<file path="src/hdl/iir_bp_pkg.sv">
// Shared types, constants and coefficient functions of the band-pass filter.
package iir_bp_pkg;

    localparam int HIST_DEPTH = 10;
    localparam int IDX_W      = 4;
    localparam int X_W        = 32;
    localparam int Y_W        = 40;
    localparam int FF_W       = 38;
    localparam int HALF_W     = 20;
    localparam int OUT_FRAC   = 16;
    localparam int Q_W        = Y_W + 1 - OUT_FRAC;
    localparam int STEP_W     = 5;
    localparam int TABLE_FRAC = 28;

    localparam logic signed [63:0] INV_GAIN_Q28 = 64'sd95070224;

    localparam logic [STEP_W-1:0] STEP_START     = 5'd0;
    localparam logic [STEP_W-1:0] STEP_X_ROUND   = 5'd1;
    localparam logic [STEP_W-1:0] STEP_AGE1      = 5'd1;
    localparam logic [STEP_W-1:0] STEP_AGE3      = 5'd2;
    localparam logic [STEP_W-1:0] STEP_AGE5      = 5'd3;
    localparam logic [STEP_W-1:0] STEP_AGE7      = 5'd4;
    localparam logic [STEP_W-1:0] STEP_AGE9      = 5'd5;
    localparam logic [STEP_W-1:0] STEP_ADD_XN    = 5'd6;
    localparam logic [STEP_W-1:0] STEP_XRD_LAST  = 5'd4;
    localparam logic [STEP_W-1:0] STEP_YRD_LAST  = 5'd18;
    localparam logic [STEP_W-1:0] STEP_MUL_FIRST = 5'd1;
    localparam logic [STEP_W-1:0] STEP_MUL_LAST  = 5'd20;
    localparam logic [STEP_W-1:0] STEP_ADD_FF    = 5'd22;
    localparam logic [STEP_W-1:0] STEP_ROUND     = 5'd23;
    localparam logic [STEP_W-1:0] STEP_LAST      = 5'd24;

    typedef enum logic [1:0] {
        ST_IDLE = 2'b01,
        ST_RUN  = 2'b10
    } eng_state_t;

    typedef struct packed {
        logic             clear;
        logic             mul_en;
        logic             hi_half;
        logic [IDX_W-1:0] tap;
        logic             acc_ff;
        logic             fin;
    } mac_ctl_t;

    // Feedback coefficients in Q4.28, tap 0 applies to the oldest output.
    function automatic logic signed [63:0] fb_coef_q28(input logic [IDX_W-1:0] tap);
        logic signed [63:0] c;
        case (tap)
            4'd0:    c = 64'sd33670026;
            4'd1:    c = 64'sd34513125;
            4'd2:    c = -64'sd217605994;
            4'd3:    c = -64'sd205742779;
            4'd4:    c = 64'sd586429137;
            4'd5:    c = 64'sd486047453;
            4'd6:    c = -64'sd844632474;
            4'd7:    c = -64'sd547393357;
            4'd8:    c = 64'sd667705511;
            4'd9:    c = 64'sd275121446;
            default: c = 64'sd0;
        endcase
        return c;
    endfunction

    // Moves a Q28 constant to frac fraction bits, rounding half up when narrowing.
    function automatic logic signed [63:0] rescale_q28(input logic signed [63:0] q,
                                                       input int frac);
        logic signed [63:0] r;
        if (frac >= TABLE_FRAC)
        begin
            r = q <<< (frac - TABLE_FRAC);
        end
        else
        begin
            r = (q + (64'sd1 <<< (TABLE_FRAC - 1 - frac))) >>> (TABLE_FRAC - frac);
        end
        return r;
    endfunction

endpackage

</file>
<file path="src/hdl/iir_bp_hist.sv">
// Ten-entry circular history memory with registered read by sample age.
module iir_bp_hist #(
    parameter int WIDTH = 32
) (
    input  logic                           clk,
    input  logic                           rst_n,
    input  logic                           wr_en,
    input  logic [WIDTH-1:0]               wr_data,
    input  logic                           rd_en,
    input  logic [iir_bp_pkg::IDX_W-1:0]   rd_age,
    output logic [WIDTH-1:0]               rd_data
);
    import iir_bp_pkg::*;

    logic [WIDTH-1:0] mem_reg [HIST_DEPTH];
    logic [WIDTH-1:0] rd_data_reg;
    logic             rd_valid_reg;
    logic             rd_valid_next;
    logic [IDX_W-1:0] wr_ptr_reg;
    logic [IDX_W-1:0] wr_ptr_next;
    logic [IDX_W-1:0] fill_reg;
    logic [IDX_W-1:0] fill_next;
    logic [IDX_W:0]   rd_sum;
    logic [IDX_W-1:0] rd_addr;

    // Entries that were never written read as zero through the fill count.
    always_comb
    begin
        rd_sum = {1'b0, wr_ptr_reg} + (IDX_W + 1)'(HIST_DEPTH - 1) - {1'b0, rd_age};
        if (rd_sum >= (IDX_W + 1)'(HIST_DEPTH))
        begin
            rd_sum = rd_sum - (IDX_W + 1)'(HIST_DEPTH);
        end
        rd_addr       = rd_sum[IDX_W-1:0];
        rd_valid_next = rd_valid_reg;
        if (rd_en)
        begin
            rd_valid_next = (rd_age < fill_reg);
        end
        wr_ptr_next = wr_ptr_reg;
        fill_next   = fill_reg;
        if (wr_en)
        begin
            if (wr_ptr_reg == IDX_W'(HIST_DEPTH - 1))
            begin
                wr_ptr_next = '0;
            end
            else
            begin
                wr_ptr_next = wr_ptr_reg + 1'b1;
            end
            if (fill_reg != IDX_W'(HIST_DEPTH))
            begin
                fill_next = fill_reg + 1'b1;
            end
        end
    end

    always_ff @(posedge clk or negedge rst_n)
    begin
        if (!rst_n)
        begin
            rd_valid_reg <= 1'b0;
            wr_ptr_reg   <= '0;
            fill_reg     <= '0;
        end
        else
        begin
            rd_valid_reg <= rd_valid_next;
            wr_ptr_reg   <= wr_ptr_next;
            fill_reg     <= fill_next;
        end
    end

    always_ff @(posedge clk)
    begin
        if (wr_en)
        begin
            mem_reg[wr_ptr_reg] <= wr_data;
        end
        if (rd_en)
        begin
            rd_data_reg <= mem_reg[rd_addr];
        end
    end

    assign rd_data = rd_valid_reg ? rd_data_reg : '0;

endmodule

</file>
<file path="src/hdl/iir_bp_mac.sv">
// Shared multiply-accumulate unit for the feedback sum, rounding and saturation.
module iir_bp_mac #(
    parameter int COEF_FRAC_BITS = 28
) (
    input  logic                                  clk,
    input  logic                                  rst_n,
    input  iir_bp_pkg::mac_ctl_t                  ctl,
    input  logic [iir_bp_pkg::Y_W-1:0]            y_op,
    input  logic signed [iir_bp_pkg::FF_W-1:0]    ff,
    output logic signed [iir_bp_pkg::Y_W-1:0]     y
);
    import iir_bp_pkg::*;

    localparam int CW    = COEF_FRAC_BITS + 3;
    localparam int PRW   = CW + HALF_W + 1;
    localparam int ACC_W = COEF_FRAC_BITS + 48;
    localparam int SH_W  = ACC_W - COEF_FRAC_BITS;
    localparam logic signed [ACC_W-1:0] ROUND_C = ACC_W'(1) <<< (COEF_FRAC_BITS - 1);
    localparam logic signed [SH_W-1:0]  Y_MAX   = SH_W'((64'sd1 <<< (Y_W - 1)) - 1);
    localparam logic signed [SH_W-1:0]  Y_MIN   = SH_W'(-(64'sd1 <<< (Y_W - 1)));

    logic signed [63:0]       coef_full;
    logic signed [CW-1:0]     coef;
    logic signed [HALF_W:0]   half;
    logic signed [PRW-1:0]    prod_reg;
    logic                     prod_hi_reg;
    logic                     prod_vld_reg;
    logic signed [ACC_W-1:0]  acc_reg;
    logic signed [ACC_W-1:0]  acc_next;
    logic signed [ACC_W-1:0]  prod_ext;
    logic signed [SH_W-1:0]   y_sh;
    logic signed [Y_W-1:0]    y_reg;
    logic signed [Y_W-1:0]    y_next;

    // The 40-bit history word is multiplied in two halves on successive cycles.
    always_comb
    begin
        coef_full = rescale_q28(fb_coef_q28(ctl.tap), COEF_FRAC_BITS);
        coef      = coef_full[CW-1:0];
        if (ctl.hi_half)
        begin
            half = {y_op[Y_W-1], y_op[Y_W-1:HALF_W]};
        end
        else
        begin
            half = {1'b0, y_op[HALF_W-1:0]};
        end
        prod_ext = ACC_W'(prod_reg);
        if (prod_hi_reg)
        begin
            prod_ext = prod_ext <<< HALF_W;
        end
        acc_next = acc_reg;
        if (ctl.clear)
        begin
            acc_next = '0;
        end
        else if (prod_vld_reg)
        begin
            acc_next = acc_reg + prod_ext;
        end
        else if (ctl.acc_ff)
        begin
            acc_next = acc_reg + (ACC_W'(ff) <<< COEF_FRAC_BITS) + ROUND_C;
        end
        y_sh = acc_reg[ACC_W-1:COEF_FRAC_BITS];
        if (y_sh > Y_MAX)
        begin
            y_next = Y_MAX[Y_W-1:0];
        end
        else if (y_sh < Y_MIN)
        begin
            y_next = Y_MIN[Y_W-1:0];
        end
        else
        begin
            y_next = y_sh[Y_W-1:0];
        end
    end

    always_ff @(posedge clk or negedge rst_n)
    begin
        if (!rst_n)
        begin
            prod_vld_reg <= 1'b0;
        end
        else
        begin
            prod_vld_reg <= ctl.mul_en;
        end
    end

    always_ff @(posedge clk)
    begin
        if (ctl.mul_en)
        begin
            prod_reg    <= PRW'(coef * half);
            prod_hi_reg <= ctl.hi_half;
        end
        acc_reg <= acc_next;
        if (ctl.fin)
        begin
            y_reg <= y_next;
        end
    end

    assign y = y_reg;

endmodule

</file>
<file path="src/hdl/iir_bandpass_butterworth_order10.sv">
// Top level of the 10-pole band-pass filter: stream ports, sequencer and datapath.
//
//  Channel   Direction  Beat contents
//  s_axis    in         tdata[SAMPLE_WIDTH-1:0] = sample_in
//  m_axis    out        tdata[SAMPLE_WIDTH-1:0] = sample_out
//
// Each sample is processed in the engine by the one shared multiplier
// that forms twenty half-word products from the output history memory.
// A new sample is buffered while the previous one is processed, and the result
// register lets the engine work on the next sample while the downstream side is still busy.
// The engine stalls on its last step only while an earlier result waits.
// Reset clears both histories at once through their fill counts.
module iir_bandpass_butterworth_order10 #(
    parameter int SAMPLE_WIDTH   = 16,
    parameter int COEF_FRAC_BITS = 28
) (
    input  logic                                   clk,
    input  logic                                   rst_n,
    input  logic                                   s_axis_tvalid,
    output logic                                   s_axis_tready,
    // Bits from the lowest: sample_in, then zero fill.
    input  logic [((SAMPLE_WIDTH + 7) / 8) * 8-1:0] s_axis_tdata,
    output logic                                   m_axis_tvalid,
    input  logic                                   m_axis_tready,
    // Bits from the lowest: sample_out, then zero fill.
    output logic [((SAMPLE_WIDTH + 7) / 8) * 8-1:0] m_axis_tdata
);
    import iir_bp_pkg::*;

    localparam int IW   = COEF_FRAC_BITS + 1;
    localparam int PW   = SAMPLE_WIDTH + IW;
    localparam int XW   = (PW + 2 > X_W + 1) ? PW + 2 : X_W + 1;
    localparam int RS   = COEF_FRAC_BITS - 16;
    localparam logic signed [IW-1:0] INV_GAIN =
        IW'(rescale_q28(INV_GAIN_Q28, COEF_FRAC_BITS));
    localparam logic signed [XW-1:0] X_RND  = (RS == 0) ? XW'(0) : XW'(64'sd1 <<< (RS - 1));
    localparam logic signed [XW-1:0] X_MAX  = XW'((64'sd1 <<< (X_W - 1)) - 1);
    localparam logic signed [XW-1:0] X_MIN  = XW'(-(64'sd1 <<< (X_W - 1)));
    localparam logic signed [Q_W-1:0] Q_MAX = Q_W'((64'sd1 <<< (SAMPLE_WIDTH - 1)) - 1);
    localparam logic signed [Q_W-1:0] Q_MIN = Q_W'(-(64'sd1 <<< (SAMPLE_WIDTH - 1)));

    eng_state_t               state_reg;
    eng_state_t               state_next;
    logic [STEP_W-1:0]        step_reg;
    logic [STEP_W-1:0]        step_next;
    logic [STEP_W-1:0]        mul_idx;
    logic                     in_full_reg;
    logic                     in_full_next;
    logic [SAMPLE_WIDTH-1:0]  in_data_reg;
    logic signed [SAMPLE_WIDTH-1:0] sample_reg;
    logic signed [PW-1:0]     xp_reg;
    logic signed [XW-1:0]     x_full;
    logic signed [X_W-1:0]    xn_reg;
    logic signed [X_W-1:0]    xn_next;
    logic signed [FF_W-1:0]   ff_reg;
    logic signed [FF_W-1:0]   ff_next;
    logic signed [FF_W-1:0]   d1;
    logic signed [FF_W-1:0]   d5;
    logic signed [FF_W-1:0]   d10;
    logic                     out_valid_reg;
    logic                     out_valid_next;
    logic [SAMPLE_WIDTH-1:0]  out_data_reg;
    logic [SAMPLE_WIDTH-1:0]  q_sat;
    logic signed [Y_W:0]      q_adj;
    logic signed [Q_W-1:0]    q_val;
    logic                     running;
    logic                     take;
    logic                     done;
    logic                     out_free;
    logic                     load;
    logic                     hist_wr;
    logic                     xh_rd;
    logic [IDX_W-1:0]         xh_age;
    logic [X_W-1:0]           xh_data;
    logic                     yh_rd;
    logic [IDX_W-1:0]         yh_age;
    logic [Y_W-1:0]           yh_data;
    mac_ctl_t                 mac_ctl;
    logic signed [Y_W-1:0]    y_new;

    assign take     = s_axis_tvalid && !in_full_reg;
    assign running  = (state_reg == ST_RUN);
    assign out_free = !out_valid_reg || m_axis_tready;
    assign done     = running && (step_reg == STEP_LAST);
    assign hist_wr  = done && out_free;
    assign load     = in_full_reg && (!running || hist_wr);
    assign mul_idx  = step_reg - STEP_MUL_FIRST;

    always_comb
    begin
        state_next   = state_reg;
        step_next    = step_reg;
        in_full_next = in_full_reg;
        if (take)
        begin
            in_full_next = 1'b1;
        end
        if (load)
        begin
            state_next   = ST_RUN;
            step_next    = STEP_START;
            in_full_next = 1'b0;
        end
        else if (hist_wr)
        begin
            state_next = ST_IDLE;
        end
        else if (running && !done)
        begin
            step_next = step_reg + 1'b1;
        end

        xh_rd  = running && (step_reg <= STEP_XRD_LAST);
        xh_age = {step_reg[IDX_W-2:0], 1'b1};
        yh_rd  = running && !step_reg[0] && (step_reg <= STEP_YRD_LAST);
        yh_age = IDX_W'(HIST_DEPTH - 1) - step_reg[IDX_W:1];

        mac_ctl.clear   = running && (step_reg == STEP_START);
        mac_ctl.mul_en  = running && (step_reg >= STEP_MUL_FIRST) &&
                          (step_reg <= STEP_MUL_LAST);
        mac_ctl.hi_half = mul_idx[0];
        mac_ctl.tap     = mul_idx[IDX_W:1];
        mac_ctl.acc_ff  = running && (step_reg == STEP_ADD_FF);
        mac_ctl.fin     = running && (step_reg == STEP_ROUND);

        x_full = (XW'(xp_reg) + X_RND) >>> RS;
        if (x_full > X_MAX)
        begin
            xn_next = X_MAX[X_W-1:0];
        end
        else if (x_full < X_MIN)
        begin
            xn_next = X_MIN[X_W-1:0];
        end
        else
        begin
            xn_next = x_full[X_W-1:0];
        end

        // Feed-forward taps of (1 - z^-2)^5 on the even-delayed inputs.
        d1      = FF_W'($signed(xh_data));
        d5      = (d1 <<< 2) + d1;
        d10     = d5 <<< 1;
        ff_next = ff_reg;
        if (running)
        begin
            case (step_reg)
                STEP_START:  ff_next = '0;
                STEP_AGE1:   ff_next = ff_reg - d5;
                STEP_AGE3:   ff_next = ff_reg + d10;
                STEP_AGE5:   ff_next = ff_reg - d10;
                STEP_AGE7:   ff_next = ff_reg + d5;
                STEP_AGE9:   ff_next = ff_reg - d1;
                STEP_ADD_XN: ff_next = ff_reg + FF_W'(xn_reg);
                default:     ff_next = ff_reg;
            endcase
        end

        q_adj = {y_new[Y_W-1], y_new};
        if (y_new[Y_W-1])
        begin
            q_adj = q_adj + (Y_W + 1)'((64'sd1 <<< OUT_FRAC) - 1);
        end
        q_val = q_adj[Y_W:OUT_FRAC];
        if (q_val > Q_MAX)
        begin
            q_sat = Q_MAX[SAMPLE_WIDTH-1:0];
        end
        else if (q_val < Q_MIN)
        begin
            q_sat = Q_MIN[SAMPLE_WIDTH-1:0];
        end
        else
        begin
            q_sat = q_val[SAMPLE_WIDTH-1:0];
        end

        out_valid_next = out_valid_reg;
        if (hist_wr)
        begin
            out_valid_next = 1'b1;
        end
        else if (m_axis_tready)
        begin
            out_valid_next = 1'b0;
        end

        m_axis_tdata                   = '0;
        m_axis_tdata[SAMPLE_WIDTH-1:0] = out_data_reg;
    end

    always_ff @(posedge clk or negedge rst_n)
    begin
        if (!rst_n)
        begin
            state_reg     <= ST_IDLE;
            step_reg      <= STEP_START;
            in_full_reg   <= 1'b0;
            out_valid_reg <= 1'b0;
        end
        else
        begin
            state_reg     <= state_next;
            step_reg      <= step_next;
            in_full_reg   <= in_full_next;
            out_valid_reg <= out_valid_next;
        end
    end

    always_ff @(posedge clk)
    begin
        if (take)
        begin
            in_data_reg <= s_axis_tdata[SAMPLE_WIDTH-1:0];
        end
        if (load)
        begin
            sample_reg <= $signed(in_data_reg);
        end
        if (running && (step_reg == STEP_START))
        begin
            xp_reg <= PW'(sample_reg * INV_GAIN);
        end
        if (running && (step_reg == STEP_X_ROUND))
        begin
            xn_reg <= xn_next;
        end
        ff_reg <= ff_next;
        if (hist_wr)
        begin
            out_data_reg <= q_sat;
        end
    end

    iir_bp_hist #(
        .WIDTH (X_W)
    ) u_x_hist (
        .clk     (clk),
        .rst_n   (rst_n),
        .wr_en   (hist_wr),
        .wr_data (xn_reg),
        .rd_en   (xh_rd),
        .rd_age  (xh_age),
        .rd_data (xh_data)
    );

    iir_bp_hist #(
        .WIDTH (Y_W)
    ) u_y_hist (
        .clk     (clk),
        .rst_n   (rst_n),
        .wr_en   (hist_wr),
        .wr_data (y_new),
        .rd_en   (yh_rd),
        .rd_age  (yh_age),
        .rd_data (yh_data)
    );

    iir_bp_mac #(
        .COEF_FRAC_BITS (COEF_FRAC_BITS)
    ) u_mac (
        .clk   (clk),
        .rst_n (rst_n),
        .ctl   (mac_ctl),
        .y_op  (yh_data),
        .ff    (ff_reg),
        .y     (y_new)
    );

    assign s_axis_tready = !in_full_reg;
    assign m_axis_tvalid = out_valid_reg;

endmodule
</file>
<file path="config.mk">
export PLATFORM = sky130hd
export DESIGN_NAME = iir_bandpass_butterworth_order10
export DESIGN_NICKNAME = d
export VERILOG_FILES = /design/src/hdl/iir_bp_pkg.sv /design/src/hdl/iir_bp_hist.sv /design/src/hdl/iir_bp_mac.sv /design/src/hdl/iir_bandpass_butterworth_order10.sv
export SDC_FILE = /design/constraint.sdc
export NUM_CORES = 2
export LEC_CHECK = 0
export BUFFER_PORTS_ARGS = -buffer_cell sky130_fd_sc_hd__buf_4
export CAP_MARGIN = 20
export CORE_ASPECT_RATIO = 0.5
export CORE_MARGIN = 2
export CORE_UTILIZATION = 45
export CTS_CLUSTER_DIAMETER = 200
export DETAILED_ROUTE_END_ITERATION = 6
export PLACE_DENSITY = 0.65
export SKIP_LAST_GASP = 1
export SLEW_MARGIN = 20
export SYNTH_ARGS = -nofsm -noshare
export SYNTH_HDL_FRONTEND = slang
export SYNTH_HIERARCHICAL = 1
export SYNTH_SLANG_ARGS = --single-unit
</file>
<file path="constraint.sdc">
create_clock -name clk -period 25 [get_ports clk]
set_clock_uncertainty 0.05 [all_clocks]
set_input_delay 0 -clock clk [delete_from_list [all_inputs] [get_ports clk]]
set_output_delay 0 -clock clk [all_outputs]
set_load 0.05 [all_outputs]
</file>
# --- Word-level counts from Yosys, hierarchy flattened ---
# Memory sizes are Yosys's and may differ from the RTL's. A register that Yosys moved wholly into a read port is not among the register bits.
# Index checks and enable logic that the tools add are counted.
word_totals:
  reg_bits: 355
  ram_bits: 720
  inputBits: 20
  romBits: 1024
  word_cells: 138
  memories: 3
mem_list:
  columns: ["memory", "depth", "width", "rd", "rd_ports_with_merged_regs", "wr", "line_no", "text"]
  rows:
  - ["(name not given)", 16, 64, 1, 0, 0, "iir_bp_pkg.sv:50", "case (tap)"]
  - ["u_y_hist.mem_reg", 10, 40, 1, 1, 1, "iir_bp_hist.sv:15", "logic [WIDTH-1:0] mem_reg [HIST_DEPTH];"]
  - ["u_x_hist.mem_reg", 10, 32, 1, 1, 1, "iir_bp_hist.sv:15", null]
op_classes:
  mul: 2
  n_mux: 26
  magnitude_cmp: 14
  n_reduce_logical: 32
  addsub: 25
  n_eq_ne: 15
op_table:
  columns: ["operator", "n"]
  rows:
  - ["$pmux W38 S7", 1]
  - ["$mux W76", 2]
  - ["$mux W40", 2]
  - ["$add A76 B29 Y76 const B", 1]
  - ["$add A76 B66 Y76", 1]
  - ["$add A76 B72 Y76", 1]
  - ["$mux W71", 1]
  - ["$mux W32", 2]
  - ["$mul A31 B21 Y52", 1]
  - ["$gt A48 B40 Y1 const B", 1]
  - ["$lt A48 B40 Y1 const B", 1]
  - ["$add A44 B13 Y45 const B", 1]
  - ["$add A40 B17 Y41 const B", 1]
  - ["$mux W41", 1]
  - ["$mul A16 B24 Y40 const B", 1]
  - ["$add A38 B32 Y38", 1]
  - ["$add A38 B35 Y38", 1]
  - ["$add A38 B36 Y38", 1]
  - ["$sub A38 B32 Y38", 1]
  - ["$sub A38 B35 Y38", 1]
  - ["$sub A38 B36 Y38", 1]
  - ["$add A34 B32 Y35", 1]
  - ["$gt A33 B32 Y1 const B", 1]
  - ["$lt A33 B32 Y1 const B", 1]
  - ["35 further kinds", 87]

# --- Depth between registers and ports, before layout ---
depth:
  word_depth: 7
  depth_mapped: 37
  depth_no_buf: 34

# --- Cells and area by module ---
# The synthesis kept the hierarchy.
by_module_without_submodules:
  columns: ["mod", "instances", "cells_each", "area_each_um2"]
  rows:
  - ["iir_bp_mac", 1, 4402, 37410.9]
  - ["iir_bandpass_butterworth_order10", 1, 2155, 19510.0]
  - ["iir_bp_hist at u_y_hist", 1, 995, 18884.4]
  - ["iir_bp_hist at u_x_hist", 1, 895, 16464.5]

# --- Least setup slack after synthesis ---
# Ideal clock, no wire load.
synth_path:
  path_type: "register to register"
  from: "register step_reg[0]"
  to: "register u_mac.prod_reg[50], data pin"
  setup_time_ns: 0.258
  required_time_ns: 24.692
  path_slack_ns: 15.771
  path_stages_with_launch: 33
  arrival_ns: 8.922
  n_path_buf: 2
  cell_sequence: "dfrtp_1 inv_1 ha_1 xor2_1 clkbuf_1 inv_1 ha_1 nand2_1 and2_1 o21ai_0 clkbuf_1 nand2_1 fa_1 inv_1 fa_1 fa_1 fa_1 fa_1 fa_1 inv_1 fa_1 inv_1 ha_1 a21o_1 a21o_1 a21o_2 nor2b_4 or4_4 or3_1 o21a_1 o311ai_1 a21oi_1 xnor2_1"
synth_rtl:
  columns: ["item", "line_no", "text"]
  rows:
  - ["start, declared", "iir_bandpass_butterworth_order10.sv:44", "logic [STEP_W-1:0] step_reg;"]
  - ["start signal, assigned", "iir_bandpass_butterworth_order10.sv:204", "step_reg <= step_next;"]
  - ["end signal, assigned", "iir_bp_mac.sv:97", "prod_reg <= PRW'(coef * half);"]
  - ["end, declared", "iir_bp_mac.sv:25", "logic signed [PRW-1:0] prod_reg;"]

==> reports/qor.csv <==
metric,value,unit
outcome,finished with violations,
failed_checks,design-rule violations,
initial_utilization,45.3,%
vias_per_cell,5.82,
detail_route.wirelength,259000,µm
antenna_cells_inserted,0,
mux_contribution_to_synthesized_area,9.22,%
synthMostInstantiatedCell,edfxtp_1,
yosysUniqueCellTypes,112,
grt_use_total,24.9,%
clock_latency_on_the_worst_skew_pair,770,ps
clkSinkCount,1140,
synth-main-ff-cell,edfxtp_1,
syn2layout_area_growth,8.14,%
antenna_left,0,
netlist_area,0.0923,mm²
maximum_fanout_count_along_the_critical_path,38,
finalWorstPathRequiredPeriod,11170,ps
maxClockFrequency,0.0895,GHz
yosysSeqAreaShare,36.1,%
synth-async-reset-ratio,2.46,%
maxSlewViolCount,0,
relSlewSlack,17.8,%
first_pass_grt_wire_length,398000,µm
grt_setup_unrepaired,no,
finalCoreUtilization,49.0,%
synth_simple_gate_area_share,10.7,%
critical_path.slowest_cell,nand2_1,
die_area,0.209,mm²
postSynthRegisterBits,1140,
cp_slowest_stage_delay,810,ps
first_global_vias,64600,
max-clock-path-buffers,3,
synth.top_cells.by_count,"1036 x edfxtp_1, 1035 x inv_1, 783 x nand2_1, 745 x fa_1, 601 x nor2_1",
placement.io_buffers,37,
share_of_the_cycle_needed_by_the_critical_path_after_routing,44.7,%
remaining_drc_errors,1,
required_time_of_the_critical_path,25390,ps
setup-violations-final,0,
cell_repeated_most_along_the_worst_path,fa_1,
numCtsBuffers,107,
detailroute.via_count,65200,
post_drt_wl_per_cell,23.1,µm
ioPinCount,38,
max-cap-violations,0,
synth-compound-area-share,10.7,%
finalHoldViolCount,0,
first_iter_violations,6122,
worst-setup-path-type,flip-flop to flip-flop,
synth_enable_flop_cells,1036,
synthXorXnorAreaFrac,4.03,%
total_core_area,0.204,mm²
synthDominantCellAreaShare,33.7,%
synth_area_per_cell,10.9,µm²
synth_top_family_by_area,adder cells,
dpl.hpwl,189000,µm
drt_pre_antenna_iters,7,
number_of_flip_flops_in_the_largest_register,400,
drive_gt1_share,8.80,%
regToRegSetupSlack,13830,ps
final.setup.tns,0,ps
worst_setup_hold_path_clk_slew,70,ps
fp-row-count,117,
clk_root_buffer_cell,clkbuf_16,
syn_inst,8447,
die_height,324,µm
cts_tree,yes,
nets,9657,
h-tree-depth,3,
post-synth-top-area-cell,edfxtp_1,
synth-adder-area-share,23.3,%
cts.repair.resized,0,
holdCritPathClass,input pin to flip-flop,
worst_ep_arrival_time,11570,ps
antenna_violations_before_repair,5,
ranking_of_synthesized_cells_by_area,"edfxtp_1 34%, fa_1 16%, ha_1 7.1%",
globalplace.congestion,0.944,
fp.dieW,644,µm
endpoint_kind,flip-flop,
timing_worst_slew_pin_value,1230,ps
worst_setup_path_start_kind,flip-flop,
globalRoute.totalOverflow,0,
maximum_number_of_pins_on_one_net_before_global_route_repair,83,
synth.yosys.warnings,6,
==> per-layer routing <==
layer | vias to the layer above | track usage (%) | wire length, µm
met2 | 2489 | 39.6 | 117000
li1 | 29400 | - | -
met1 | 32900 | 35.0 | 112000
met4 | 4 | 7.78 | 8880
met5 | - | 0 | 24
met3 | 433 | 4.30 | 21500
==> worst paths after layout <==
path / startpoint / end / depth (start not counted)
hold / removal: m_axis_tready / m_axis_tvalid / 4
setup reg to reg: step_reg[0] / u_mac/prod_reg[50] / 32
max in group asynchronous: rst_n / u_x_hist/wr_ptr_reg[3] / 4
setup / recovery: step_reg[0] / u_mac/prod_reg[50] / 32
min in group asynchronous: rst_n / state_reg[0] / 3
hold reg to reg: in_data_reg[2] / sample_reg[2] / 0
==> placed cells by master, fill, tap and decap left out, types with 52 or more instances in the layout <==
cell type     n
nand3_1      85
o21a_1       56
a21oi_1     364
nor2_1      589
edfxtp_1   1036
a211oi_1     65
nor2b_1      63
xor2_1      162
o22ai_1      76
ha_1        522
nand2_1     783
nor3_1       84
mux2_2       85
buf_4       151
nand4_1      79
mux2i_1     277
and3_1       52
and2_1      137
mux4_2      208
clkbuf_16   108
inv_1      1033
a21o_1      248
o21ai_0     251
nand2b_1     64
xnor2_1     254
fa_1        745
dfxtp_1      76
==> stage by stage <==
| step | std cells | hold WS [ps] | instance area, µm² | worst slack (ps) |
|---|---|---|---|---|
| finish | 11200 | 284 | 99800 | 13830 |
| global route | 11200 | 253 | 99800 | 13380 |
| CTS | 11200 | 206 | 99700 | 13990 |
| detailed placement | 11000 | -62.0 | 95700 | 14090 |
| global placement | 11000 | -70.2 | 95700 | 13650 |
| floorplan | 8448 | -346 | 92300 | 15770 |
==> logic make-up after synthesis <==
kind of cell             count (synthesis)
other                                    1
buffers and inverters                 1419
multiplexers                           579
XOR/XNOR                               422
adder cells (fa/ha/maj)               1271
AND/OR/NAND/NOR                       2131
flip-flops                            1140
AO/OA/AOI/OAI                         1484
==> worst max-delay path: cells and delay by family (launching register included) <==
family / cells / cell delay, ps
xor+xnor: 2 / 440
flops: 1 / 580
fa+ha+maj: 9 / 4370
compound gates: 4 / 760
simple gates: 10 / 3020
buf+inv: 7 / 1590
==> what timing repair did <==
item                                   CTS  global route
buffers inserted                         0             0
hold buffers                            37             0
endpoints found under the hold margin   63             0
==> final cells by class <==
type | instances | area, µm²
Clock inverter | 71 | 837
Sequential cell | 1140 | 33300
Inverter | 1037 | 3890
Timing Repair Buffer | 191 | 1580
Tap cell | 2737 | 3420
Multi-Input combinational cell | 5889 | 53900
Fill cell | 18200 | 104000
Clock buffer | 130 | 2810
Power is left out: the tool's default activity adds up to more than one toggle a clock period on the data nets, which glitch-free logic cannot reach.
